File: src/rtl/tec_pkg.sv
// ----------------------------------------------------------------------------
// tec_pkg
// shared types and constants of the text encoding classifier
// ----------------------------------------------------------------------------
`default_nettype none

package tec_pkg;

   localparam int COUNT_WIDTH = 32;
   localparam int QUEUE_DEPTH = 2;
   localparam int QPTR_WIDTH  = $clog2(QUEUE_DEPTH);
   localparam int QCNT_WIDTH  = $clog2(QUEUE_DEPTH + 1);

   typedef logic [COUNT_WIDTH-1:0] count_type;

   typedef enum logic [1:0] {
      CLASS_UTF8  = 2'd0,
      CLASS_SJIS  = 2'd1,
      CLASS_GBK   = 2'd2,
      CLASS_CP437 = 2'd3
   } class_type;

   typedef enum logic [2:0] {
      U8_ASCII   = 3'd0,
      U8_CONT    = 3'd1,
      U8_LEAD2   = 3'd2,
      U8_LEAD3   = 3'd3,
      U8_LEAD4   = 3'd4,
      U8_INVALID = 3'd5
   } utf8_kind_type;

   typedef struct packed {
      utf8_kind_type utf8_kind;
      logic          sjis_lead;
      logic          sjis_trail;
      logic          gbk_lead;
      logic          gbk_trail;
      logic          final_byte;
   } token_type;

endpackage

`default_nettype wire

File: src/rtl/text_encoding_classifier.sv
// ----------------------------------------------------------------------------
// text_encoding_classifier
// guesses the character encoding of a byte buffer streamed one byte a transfer
// ----------------------------------------------------------------------------
// req_* carries one byte of the buffer per transfer, req_tlast marks the last
// byte. For every buffer one result leaves on rsp_*: 0 utf-8, 1 shift-jis,
// 2 gbk, 3 cp437. Bytes without req_tlast give no result transfer.
// A classifier stage feeds a two-entry token queue, behind which a tracker
// keeps the utf-8, shift-jis and gbk state and holds the result register.
// Throughput is one byte per cycle while req_tready stays high; the tracker
// updates all state as it pops each token. The result passes through the
// token queue and then the result register on its way to rsp_*.
// When rsp_tready is low the result holds; further bytes still flow into the
// tracker until the next buffer's last byte, which waits for the result
// register, and then the queue fills and req_tready drops.
// Reset empties the queue, clears the result and returns all tracking state
// to its start values.
// ----------------------------------------------------------------------------
`default_nettype none

module text_encoding_classifier (
   input  wire logic       clock,
   input  wire logic       reset,
   input  wire logic       req_tvalid,
   output logic            req_tready,
   input  wire logic [7:0] req_tdata,   // [7:0] data_byte
   input  wire logic       req_tlast,   // final_byte
   output logic            rsp_tvalid,
   input  wire logic       rsp_tready,
   output logic [7:0]      rsp_tdata    // [1:0] encoding_class, [7:2] zero
);

   tec_pkg::token_type  in_token;
   tec_pkg::token_type  head_token;
   tec_pkg::class_type  result_class;
   logic                queue_full;
   logic                queue_not_empty;
   logic                queue_pop;

   tec_front u_front (
      .data_byte  (req_tdata),
      .final_byte (req_tlast),
      .token      (in_token)
   );

   tec_queue u_queue (
      .clock      (clock),
      .reset      (reset),
      .push       (req_tvalid),
      .push_token (in_token),
      .full       (queue_full),
      .pop        (queue_pop),
      .not_empty  (queue_not_empty),
      .pop_token  (head_token)
   );

   tec_back u_back (
      .clock     (clock),
      .reset     (reset),
      .tok_valid (queue_not_empty),
      .tok       (head_token),
      .tok_pop   (queue_pop),
      .rsp_valid (rsp_tvalid),
      .rsp_class (result_class),
      .rsp_ready (rsp_tready)
   );

   assign req_tready = !queue_full;
   assign rsp_tdata  = {6'b0, result_class};

endmodule

`default_nettype wire

File: src/rtl/tec_front.sv
// ----------------------------------------------------------------------------
// tec_front
// byte classifier: turns each raw byte into a compact token of flags
// ----------------------------------------------------------------------------
`default_nettype none

module tec_front (
   input  wire logic [7:0]        data_byte,
   input  wire logic              final_byte,
   output tec_pkg::token_type     token
);

   always_comb begin
      token = '0;
      if (data_byte <= 8'h7F) begin
         token.utf8_kind = tec_pkg::U8_ASCII;
      end else if ((data_byte & 8'hC0) == 8'h80) begin
         token.utf8_kind = tec_pkg::U8_CONT;
      end else if ((data_byte & 8'hE0) == 8'hC0) begin
         token.utf8_kind = tec_pkg::U8_LEAD2;
      end else if ((data_byte & 8'hF0) == 8'hE0) begin
         token.utf8_kind = tec_pkg::U8_LEAD3;
      end else if ((data_byte & 8'hF8) == 8'hF0) begin
         token.utf8_kind = tec_pkg::U8_LEAD4;
      end else begin
         token.utf8_kind = tec_pkg::U8_INVALID;
      end
      token.sjis_lead  = (data_byte inside {[8'h81:8'h9F], [8'hE0:8'hFC]});
      token.sjis_trail = (data_byte inside {[8'h40:8'h7E], [8'h80:8'hFC]});
      token.gbk_lead   = (data_byte inside {[8'h81:8'hFE]});
      token.gbk_trail  = (data_byte inside {[8'h40:8'h7E], [8'h80:8'hFE]});
      token.final_byte = final_byte;
   end

endmodule

`default_nettype wire

File: src/rtl/tec_queue.sv
// ----------------------------------------------------------------------------
// tec_queue
// short token queue between the classifier and the state tracker
// ----------------------------------------------------------------------------
`default_nettype none

module tec_queue (
   input  wire logic               clock,
   input  wire logic               reset,
   input  wire logic               push,
   input  wire tec_pkg::token_type push_token,
   output logic                    full,
   input  wire logic               pop,
   output logic                    not_empty,
   output tec_pkg::token_type      pop_token
);

   tec_pkg::token_type                   store [tec_pkg::QUEUE_DEPTH];
   logic [tec_pkg::QPTR_WIDTH-1:0]      wr_ptr_ff, wr_ptr_in;
   logic [tec_pkg::QPTR_WIDTH-1:0]      rd_ptr_ff, rd_ptr_in;
   logic [tec_pkg::QCNT_WIDTH-1:0]      count_ff, count_in;
   logic                                do_push, do_pop;

   assign full      = (count_ff == tec_pkg::QCNT_WIDTH'(tec_pkg::QUEUE_DEPTH));
   assign not_empty = (count_ff != '0);
   assign do_push   = push && !full;
   assign do_pop    = pop && not_empty;
   assign pop_token = store[rd_ptr_ff];

   always_comb begin
      wr_ptr_in = wr_ptr_ff;
      rd_ptr_in = rd_ptr_ff;
      count_in  = count_ff;
      if (do_push) begin
         wr_ptr_in = (wr_ptr_ff == tec_pkg::QPTR_WIDTH'(tec_pkg::QUEUE_DEPTH - 1)) ?
                     '0 : wr_ptr_ff + 1'b1;
      end
      if (do_pop) begin
         rd_ptr_in = (rd_ptr_ff == tec_pkg::QPTR_WIDTH'(tec_pkg::QUEUE_DEPTH - 1)) ?
                     '0 : rd_ptr_ff + 1'b1;
      end
      if (do_push && !do_pop) begin
         count_in = count_ff + 1'b1;
      end else if (do_pop && !do_push) begin
         count_in = count_ff - 1'b1;
      end
   end

   always_ff @(posedge clock) begin
      if (do_push) begin
         store[wr_ptr_ff] <= push_token;
      end
   end

   always_ff @(posedge clock) begin
      if (reset) begin
         wr_ptr_ff <= '0;
         rd_ptr_ff <= '0;
         count_ff  <= '0;
      end else begin
         wr_ptr_ff <= wr_ptr_in;
         rd_ptr_ff <= rd_ptr_in;
         count_ff  <= count_in;
      end
   end

endmodule

`default_nettype wire

File: src/rtl/tec_back.sv
// ----------------------------------------------------------------------------
// tec_back
// running utf-8, shift-jis and gbk state, class decision and result register
// ----------------------------------------------------------------------------
`default_nettype none

module tec_back (
   input  wire logic               clock,
   input  wire logic               reset,
   input  wire logic               tok_valid,
   input  wire tec_pkg::token_type tok,
   output logic                    tok_pop,
   output logic                    rsp_valid,
   output tec_pkg::class_type      rsp_class,
   input  wire logic               rsp_ready
);

   logic [1:0]          owed_ff, owed_in;
   logic                broken_ff, broken_in;
   logic                sjis_have_ff, sjis_have_in;
   logic                sjis_lead_ff, sjis_lead_in;
   logic                gbk_have_ff, gbk_have_in;
   logic                gbk_lead_ff, gbk_lead_in;
   tec_pkg::count_type  sjis_cnt_ff, sjis_cnt_in;
   tec_pkg::count_type  gbk_cnt_ff, gbk_cnt_in;
   logic                out_valid_ff, out_valid_in;
   tec_pkg::class_type  out_class_ff, out_class_in;
   logic                out_free;
   tec_pkg::count_type  sjis_next, gbk_next;

   assign out_free  = !out_valid_ff || rsp_ready;
   assign tok_pop   = tok_valid && (!tok.final_byte || out_free);
   assign rsp_valid = out_valid_ff;
   assign rsp_class = out_class_ff;

   always_comb begin
      owed_in      = owed_ff;
      broken_in    = broken_ff;
      sjis_have_in = sjis_have_ff;
      sjis_lead_in = sjis_lead_ff;
      gbk_have_in  = gbk_have_ff;
      gbk_lead_in  = gbk_lead_ff;
      sjis_next    = sjis_cnt_ff;
      gbk_next     = gbk_cnt_ff;
      out_valid_in = out_valid_ff && !rsp_ready;
      out_class_in = out_class_ff;

      if (tok_pop) begin
         // utf-8 structure
         if (!broken_ff) begin
            if (owed_ff != 2'd0) begin
               if (tok.utf8_kind != tec_pkg::U8_CONT) begin
                  broken_in = 1'b1;
               end else begin
                  owed_in = owed_ff - 2'd1;
               end
            end else begin
               case (tok.utf8_kind)
                  tec_pkg::U8_ASCII: owed_in = 2'd0;
                  tec_pkg::U8_LEAD2: owed_in = 2'd1;
                  tec_pkg::U8_LEAD3: owed_in = 2'd2;
                  tec_pkg::U8_LEAD4: owed_in = 2'd3;
                  default:           broken_in = 1'b1;
               endcase
            end
         end

         // shift-jis pairing
         if (sjis_have_ff && sjis_lead_ff && tok.sjis_trail) begin
            if (sjis_cnt_ff != '1) begin
               sjis_next = sjis_cnt_ff + 1'b1;
            end
            sjis_have_in = 1'b0;
         end else begin
            sjis_have_in = 1'b1;
            sjis_lead_in = tok.sjis_lead;
         end

         // gbk pairing
         if (gbk_have_ff && gbk_lead_ff && tok.gbk_trail) begin
            if (gbk_cnt_ff != '1) begin
               gbk_next = gbk_cnt_ff + 1'b1;
            end
            gbk_have_in = 1'b0;
         end else begin
            gbk_have_in = 1'b1;
            gbk_lead_in = tok.gbk_lead;
         end
      end

      sjis_cnt_in = sjis_next;
      gbk_cnt_in  = gbk_next;

      if (tok_pop && tok.final_byte) begin
         out_valid_in = 1'b1;
         if (!broken_in && owed_in == 2'd0) begin
            out_class_in = tec_pkg::CLASS_UTF8;
         end else if (sjis_next > gbk_next) begin
            out_class_in = tec_pkg::CLASS_SJIS;
         end else if (gbk_next != '0) begin
            out_class_in = tec_pkg::CLASS_GBK;
         end else begin
            out_class_in = tec_pkg::CLASS_CP437;
         end
         owed_in      = 2'd0;
         broken_in    = 1'b0;
         sjis_have_in = 1'b0;
         sjis_lead_in = 1'b0;
         gbk_have_in  = 1'b0;
         gbk_lead_in  = 1'b0;
         sjis_cnt_in  = '0;
         gbk_cnt_in   = '0;
      end
   end

   always_ff @(posedge clock) begin
      if (reset) begin
         owed_ff      <= 2'd0;
         broken_ff    <= 1'b0;
         sjis_have_ff <= 1'b0;
         sjis_lead_ff <= 1'b0;
         gbk_have_ff  <= 1'b0;
         gbk_lead_ff  <= 1'b0;
         sjis_cnt_ff  <= '0;
         gbk_cnt_ff   <= '0;
         out_valid_ff <= 1'b0;
      end else begin
         owed_ff      <= owed_in;
         broken_ff    <= broken_in;
         sjis_have_ff <= sjis_have_in;
         sjis_lead_ff <= sjis_lead_in;
         gbk_have_ff  <= gbk_have_in;
         gbk_lead_ff  <= gbk_lead_in;
         sjis_cnt_ff  <= sjis_cnt_in;
         gbk_cnt_ff   <= gbk_cnt_in;
         out_valid_ff <= out_valid_in;
      end
      out_class_ff <= out_class_in;
   end

endmodule

`default_nettype wire

File: config.mk
export PLATFORM = sky130hd
export DESIGN_NAME = text_encoding_classifier
export DESIGN_NICKNAME = d
export VERILOG_FILES = /design/src/rtl/tec_pkg.sv /design/src/rtl/text_encoding_classifier.sv /design/src/rtl/tec_front.sv /design/src/rtl/tec_queue.sv /design/src/rtl/tec_back.sv
export SDC_FILE = /design/constraint.sdc
export NUM_CORES = 1
export LEC_CHECK = 0
export BUFFER_PORTS_ARGS = -buffer_cell sky130_fd_sc_hd__buf_2
export CORE_UTILIZATION = 50
export DETAILED_ROUTE_END_ITERATION = 6
export MAX_ROUTING_LAYER = met4
export PLACE_DENSITY = 0.67
export SLEW_MARGIN = 30
export SYNTH_ARGS = -nofsm -noshare
export SYNTH_HDL_FRONTEND = slang
export SYNTH_SLANG_ARGS = --single-unit
File: constraint.sdc
create_clock -name clock -period 7.9 [get_ports clock]
set_clock_uncertainty 0.2 [all_clocks]
set_input_delay 0.395 -clock clock [delete_from_list [all_inputs] [get_ports clock]]
set_output_delay 0.395 -clock clock [all_outputs]
set_load 0.05 [all_outputs]
==> flow_metrics.env <==
export IMPL_initial_core_util_pct=51.3
export IMPL_grt_start_max_net_pins=72
export IMPL_powerDensity_mw_per_mm2=216
export IMPL_final_cell_mix="nor2_1 (78), dfxtp_1 (77), nand2_1 (45), nor2b_1 (38), ha_1 (36)"
export IMPL_cts_htree_levels=3
export IMPL_clk_insertion_delay_late_ps=390
export IMPL_die_x_um=107
export IMPL_synth_top_flop_cell="dfxtp_1"
export IMPL_synthMuxAreaShare_pct=2.63
export IMPL_avgSynthCellArea_um2=8.94
export IMPL_gp_congestion=0.971
export IMPL_vdd_drop_max_mv=0.284
export IMPL_synth_seq_area_share_pct=37.4
export IMPL_die_area_mm2=0.0115
export IMPL_gr_total_overflow=0
export IMPL_outcome="complete, no violations"
export IMPL_synth_cell_area_mm2=0.00556
export IMPL_drtAntennaViolNets=0
export IMPL_cp_arrival_ps=4980
export IMPL_io_buffers=16
export IMPL_synthXorXnorAreaFrac_pct=10.8
export IMPL_core_mm2=0.0108
export IMPL_finalWirelength_mm=13.0
export IMPL_final_util_pct=54.8
export IMPL_cts_tree="done"
export IMPL_synth_distinct_cells=69
export IMPL_dpl_cell_area_mm2=0.00571
export IMPL_layout_nets=682
export IMPL_start_kind="register"
export IMPL_synth_edff_count=18
export IMPL_reg2reg_to="u_back.rsp_class[1]"
export IMPL_cts_buffer_depth=2
export IMPL_worstPathMaxFanout=14
export IMPL_maxCapViolCount=0
export IMPL_tightest_slew_ps=772
export IMPL_setup_viol=0
export IMPL_final_period_utilization_pct=63.0
export IMPL_hold_end="u_queue.count_ff[1]"
export IMPL_firstDrtPassIters=5
export IMPL_synth_compound_area_share_pct=8.21
export IMPL_fin_tns_setup_ps=0
export IMPL_cts_root_buf="clkbuf_8"
export IMPL_synth_simple_area_share_pct=29.4
export IMPL_grt_pass1_wl_mm=21.4
export IMPL_die_h_um=107
export IMPL_viasPerCell=5.66
export IMPL_cts_made_buffers=9
export IMPL_dp_hpwl_mm=10.0
export IMPL_cts_num_sinks=95
export IMPL_r2r_slack_ps=2920
export IMPL_drt_iter0_drc=254
export IMPL_rsz0062_at_grt="false"
export IMPL_ff2ff_path_depth=15
export IMPL_cts_resized_gates=0
export IMPL_fin_crit_ps=4980
export IMPL_drive_gt1_share_pct=8.31
export IMPL_drc=0
export IMPL_hold_viol=0
export IMPL_track_usage_pct=25.2
export IMPL_avgRoutedWirePerCell_um=16.7
export IMPL_rows=38
export IMPL_syn2layout_area_growth_pct=6.84
export IMPL_synthCells=622
export IMPL_synth_top_family_by_area="simple AND/OR/NAND/NOR gates"
export IMPL_synthArstFlopShare_pct=0
export IMPL_total_leakage_power_nw=2.39
export IMPL_path_class="reg -> reg"
export IMPL_ys_warn_count=0
export IMPL_synthAdderAreaFrac_pct=8.10
export IMPL_pin_count=23
export IMPL_antenna_found_initial=1
export IMPL_final_common_cell="nor2_1"
export IMPL_yosys_register_bits=95
export IMPL_clk_pin_slew_ps=90
export IMPL_min_delay_start="reset"
export IMPL_post_cts_buffers=0
export IMPL_vias=4411
export IMPL_cp_required_ps=7900
export IMPL_grt_pass1_vias=4294
export IMPL_slew_viol_final=0
export IMPL_setup_worst_path_end_class="register"
export IMPL_max_freq_mhz=201
export IMPL_finish_instance_area_mm2=0.00594
export IMPL_maxSlewHeadroom_pct=48.5
export IMPL_hold_class="in -> reg"
export IMPL_holdPathStages=2
[sequential cells by signal, summed over array words and instances, names as in the netlist, 2 cells and up, named ones only]
| name | flops |
|---|---|
| u_back.owed_ff | 2 |
| u_back.gbk_cnt_ff | 32 |
| u_back.rsp_class | 2 |
| u_queue.count_ff | 2 |
| u_back.sjis_cnt_ff | 32 |
| u_queue.store | 16 |
[worst max-delay path, cell delays in order (launching register included)]
cell,delay (ps)
dfxtp_1,620
mux2i_1,290
o22a_2,340
inv_2,140
nor3_1,410
nand3_1,190
nor2_1,240
nand4_1,150
xnor2_1,170
ha_1,310
nand4_1,100
or2_2,310
nor4_1,330
nand2_1,140
or4_1,570
a21oi_1,270
[worst max path at each step]
stage / to / cells past startpoint
after floorplan: u_back.rsp_class[0] / 16
after global placement: u_back.rsp_class[1] / 15
after detailed placement: u_back.rsp_class[1] / 15
after CTS: u_back.rsp_class[1] / 15
after global routing: u_back.rsp_class[1] / 15
final: u_back.rsp_class[1] / 15
[cells in the mapped netlist (3+ instances only)]
library cell	instances	area, µm²
clkbuf_1	11	41.3
or3_1	3	18.8
and4_1	13	114
mux2i_1	9	90.1
xnor2_1	33	289
and3_1	20	125
nor2_1	78	293
a21oi_1	18	90.1
a21o_1	11	82.6
and2_1	4	25.0
xor2_1	32	280
nor2b_1	38	238
dfxtp_1	77	1540
nand3_1	33	165
inv_1	14	52.6
o21ai_0	13	65.1
nand2b_1	3	18.8
nand4_1	22	138
nand2_1	45	169
ha_1	36	450
buf_4	9	67.6
edfxtp_1	18	541
nor4_1	7	43.8
nor3_1	16	80.1
mux2_2	3	33.8
or2_2	3	18.8
[timing repair]
action,4_1_cts,5_1_grt
hold endpoints to repair,2,0
hold buffers,1,0
endpoints found under the setup margin,0,0
[kinds of logic (layout without fill, tap and decap cells)]
family	count (synthesis)	in the layout
AO/OA/AOI/OAI	68	68
XOR/XNOR	67	67
adder cells (fa/ha/maj)	36	36
buffers and inverters	38	49
flip-flops	95	95
multiplexers	14	14
other	1	7
AND/OR/NAND/NOR	303	303
[report_power, final]
group,leakage (nW),switching [W],internal (W)
combinational,1.49,0.000231,0.000118
sequential,0.790,0.0000360,0.000550
clock,0.105,0.000176,0.000172
[metal layers]
| metal | wire length [µm] | GRT usage (%) | up-vias |
|---|---|---|---|
| met3 | 719 | 7.02 | 30 |
| met5 | 0 | - | - |
| met4 | 424 | 12.2 | 0 |
| met2 | 6100 | 40.2 | 110 |
| li1 | - | - | 2217 |
| met1 | 5730 | 29.5 | 2054 |
[stage by stage]
stage	setup WS [ps]	std cells	hold WS [ps]	total power [W]
4_1_cts	2970	778	37.6	0.00129
2_1_floorplan	4020	627	252	0.000866
3_5_place_dp	3020	761	284	0.000941
6_report	2920	779	54.0	0.00128
3_3_place_gp	3140	761	288	0.000937
5_1_grt	2460	779	57.5	0.00136
[cell type report]
cell class              count  area, µm²
flip-flops and latches     95       2080
inverters                  15       56.3
repair buffers             18       97.6
clock buffers              12        165
multi-input cells         494       3310
clock inverters             4       51.3
diodes                      1       2.50
well taps                 140        175
fillers                  1008       4900
(Power assumes the default switching activity.)
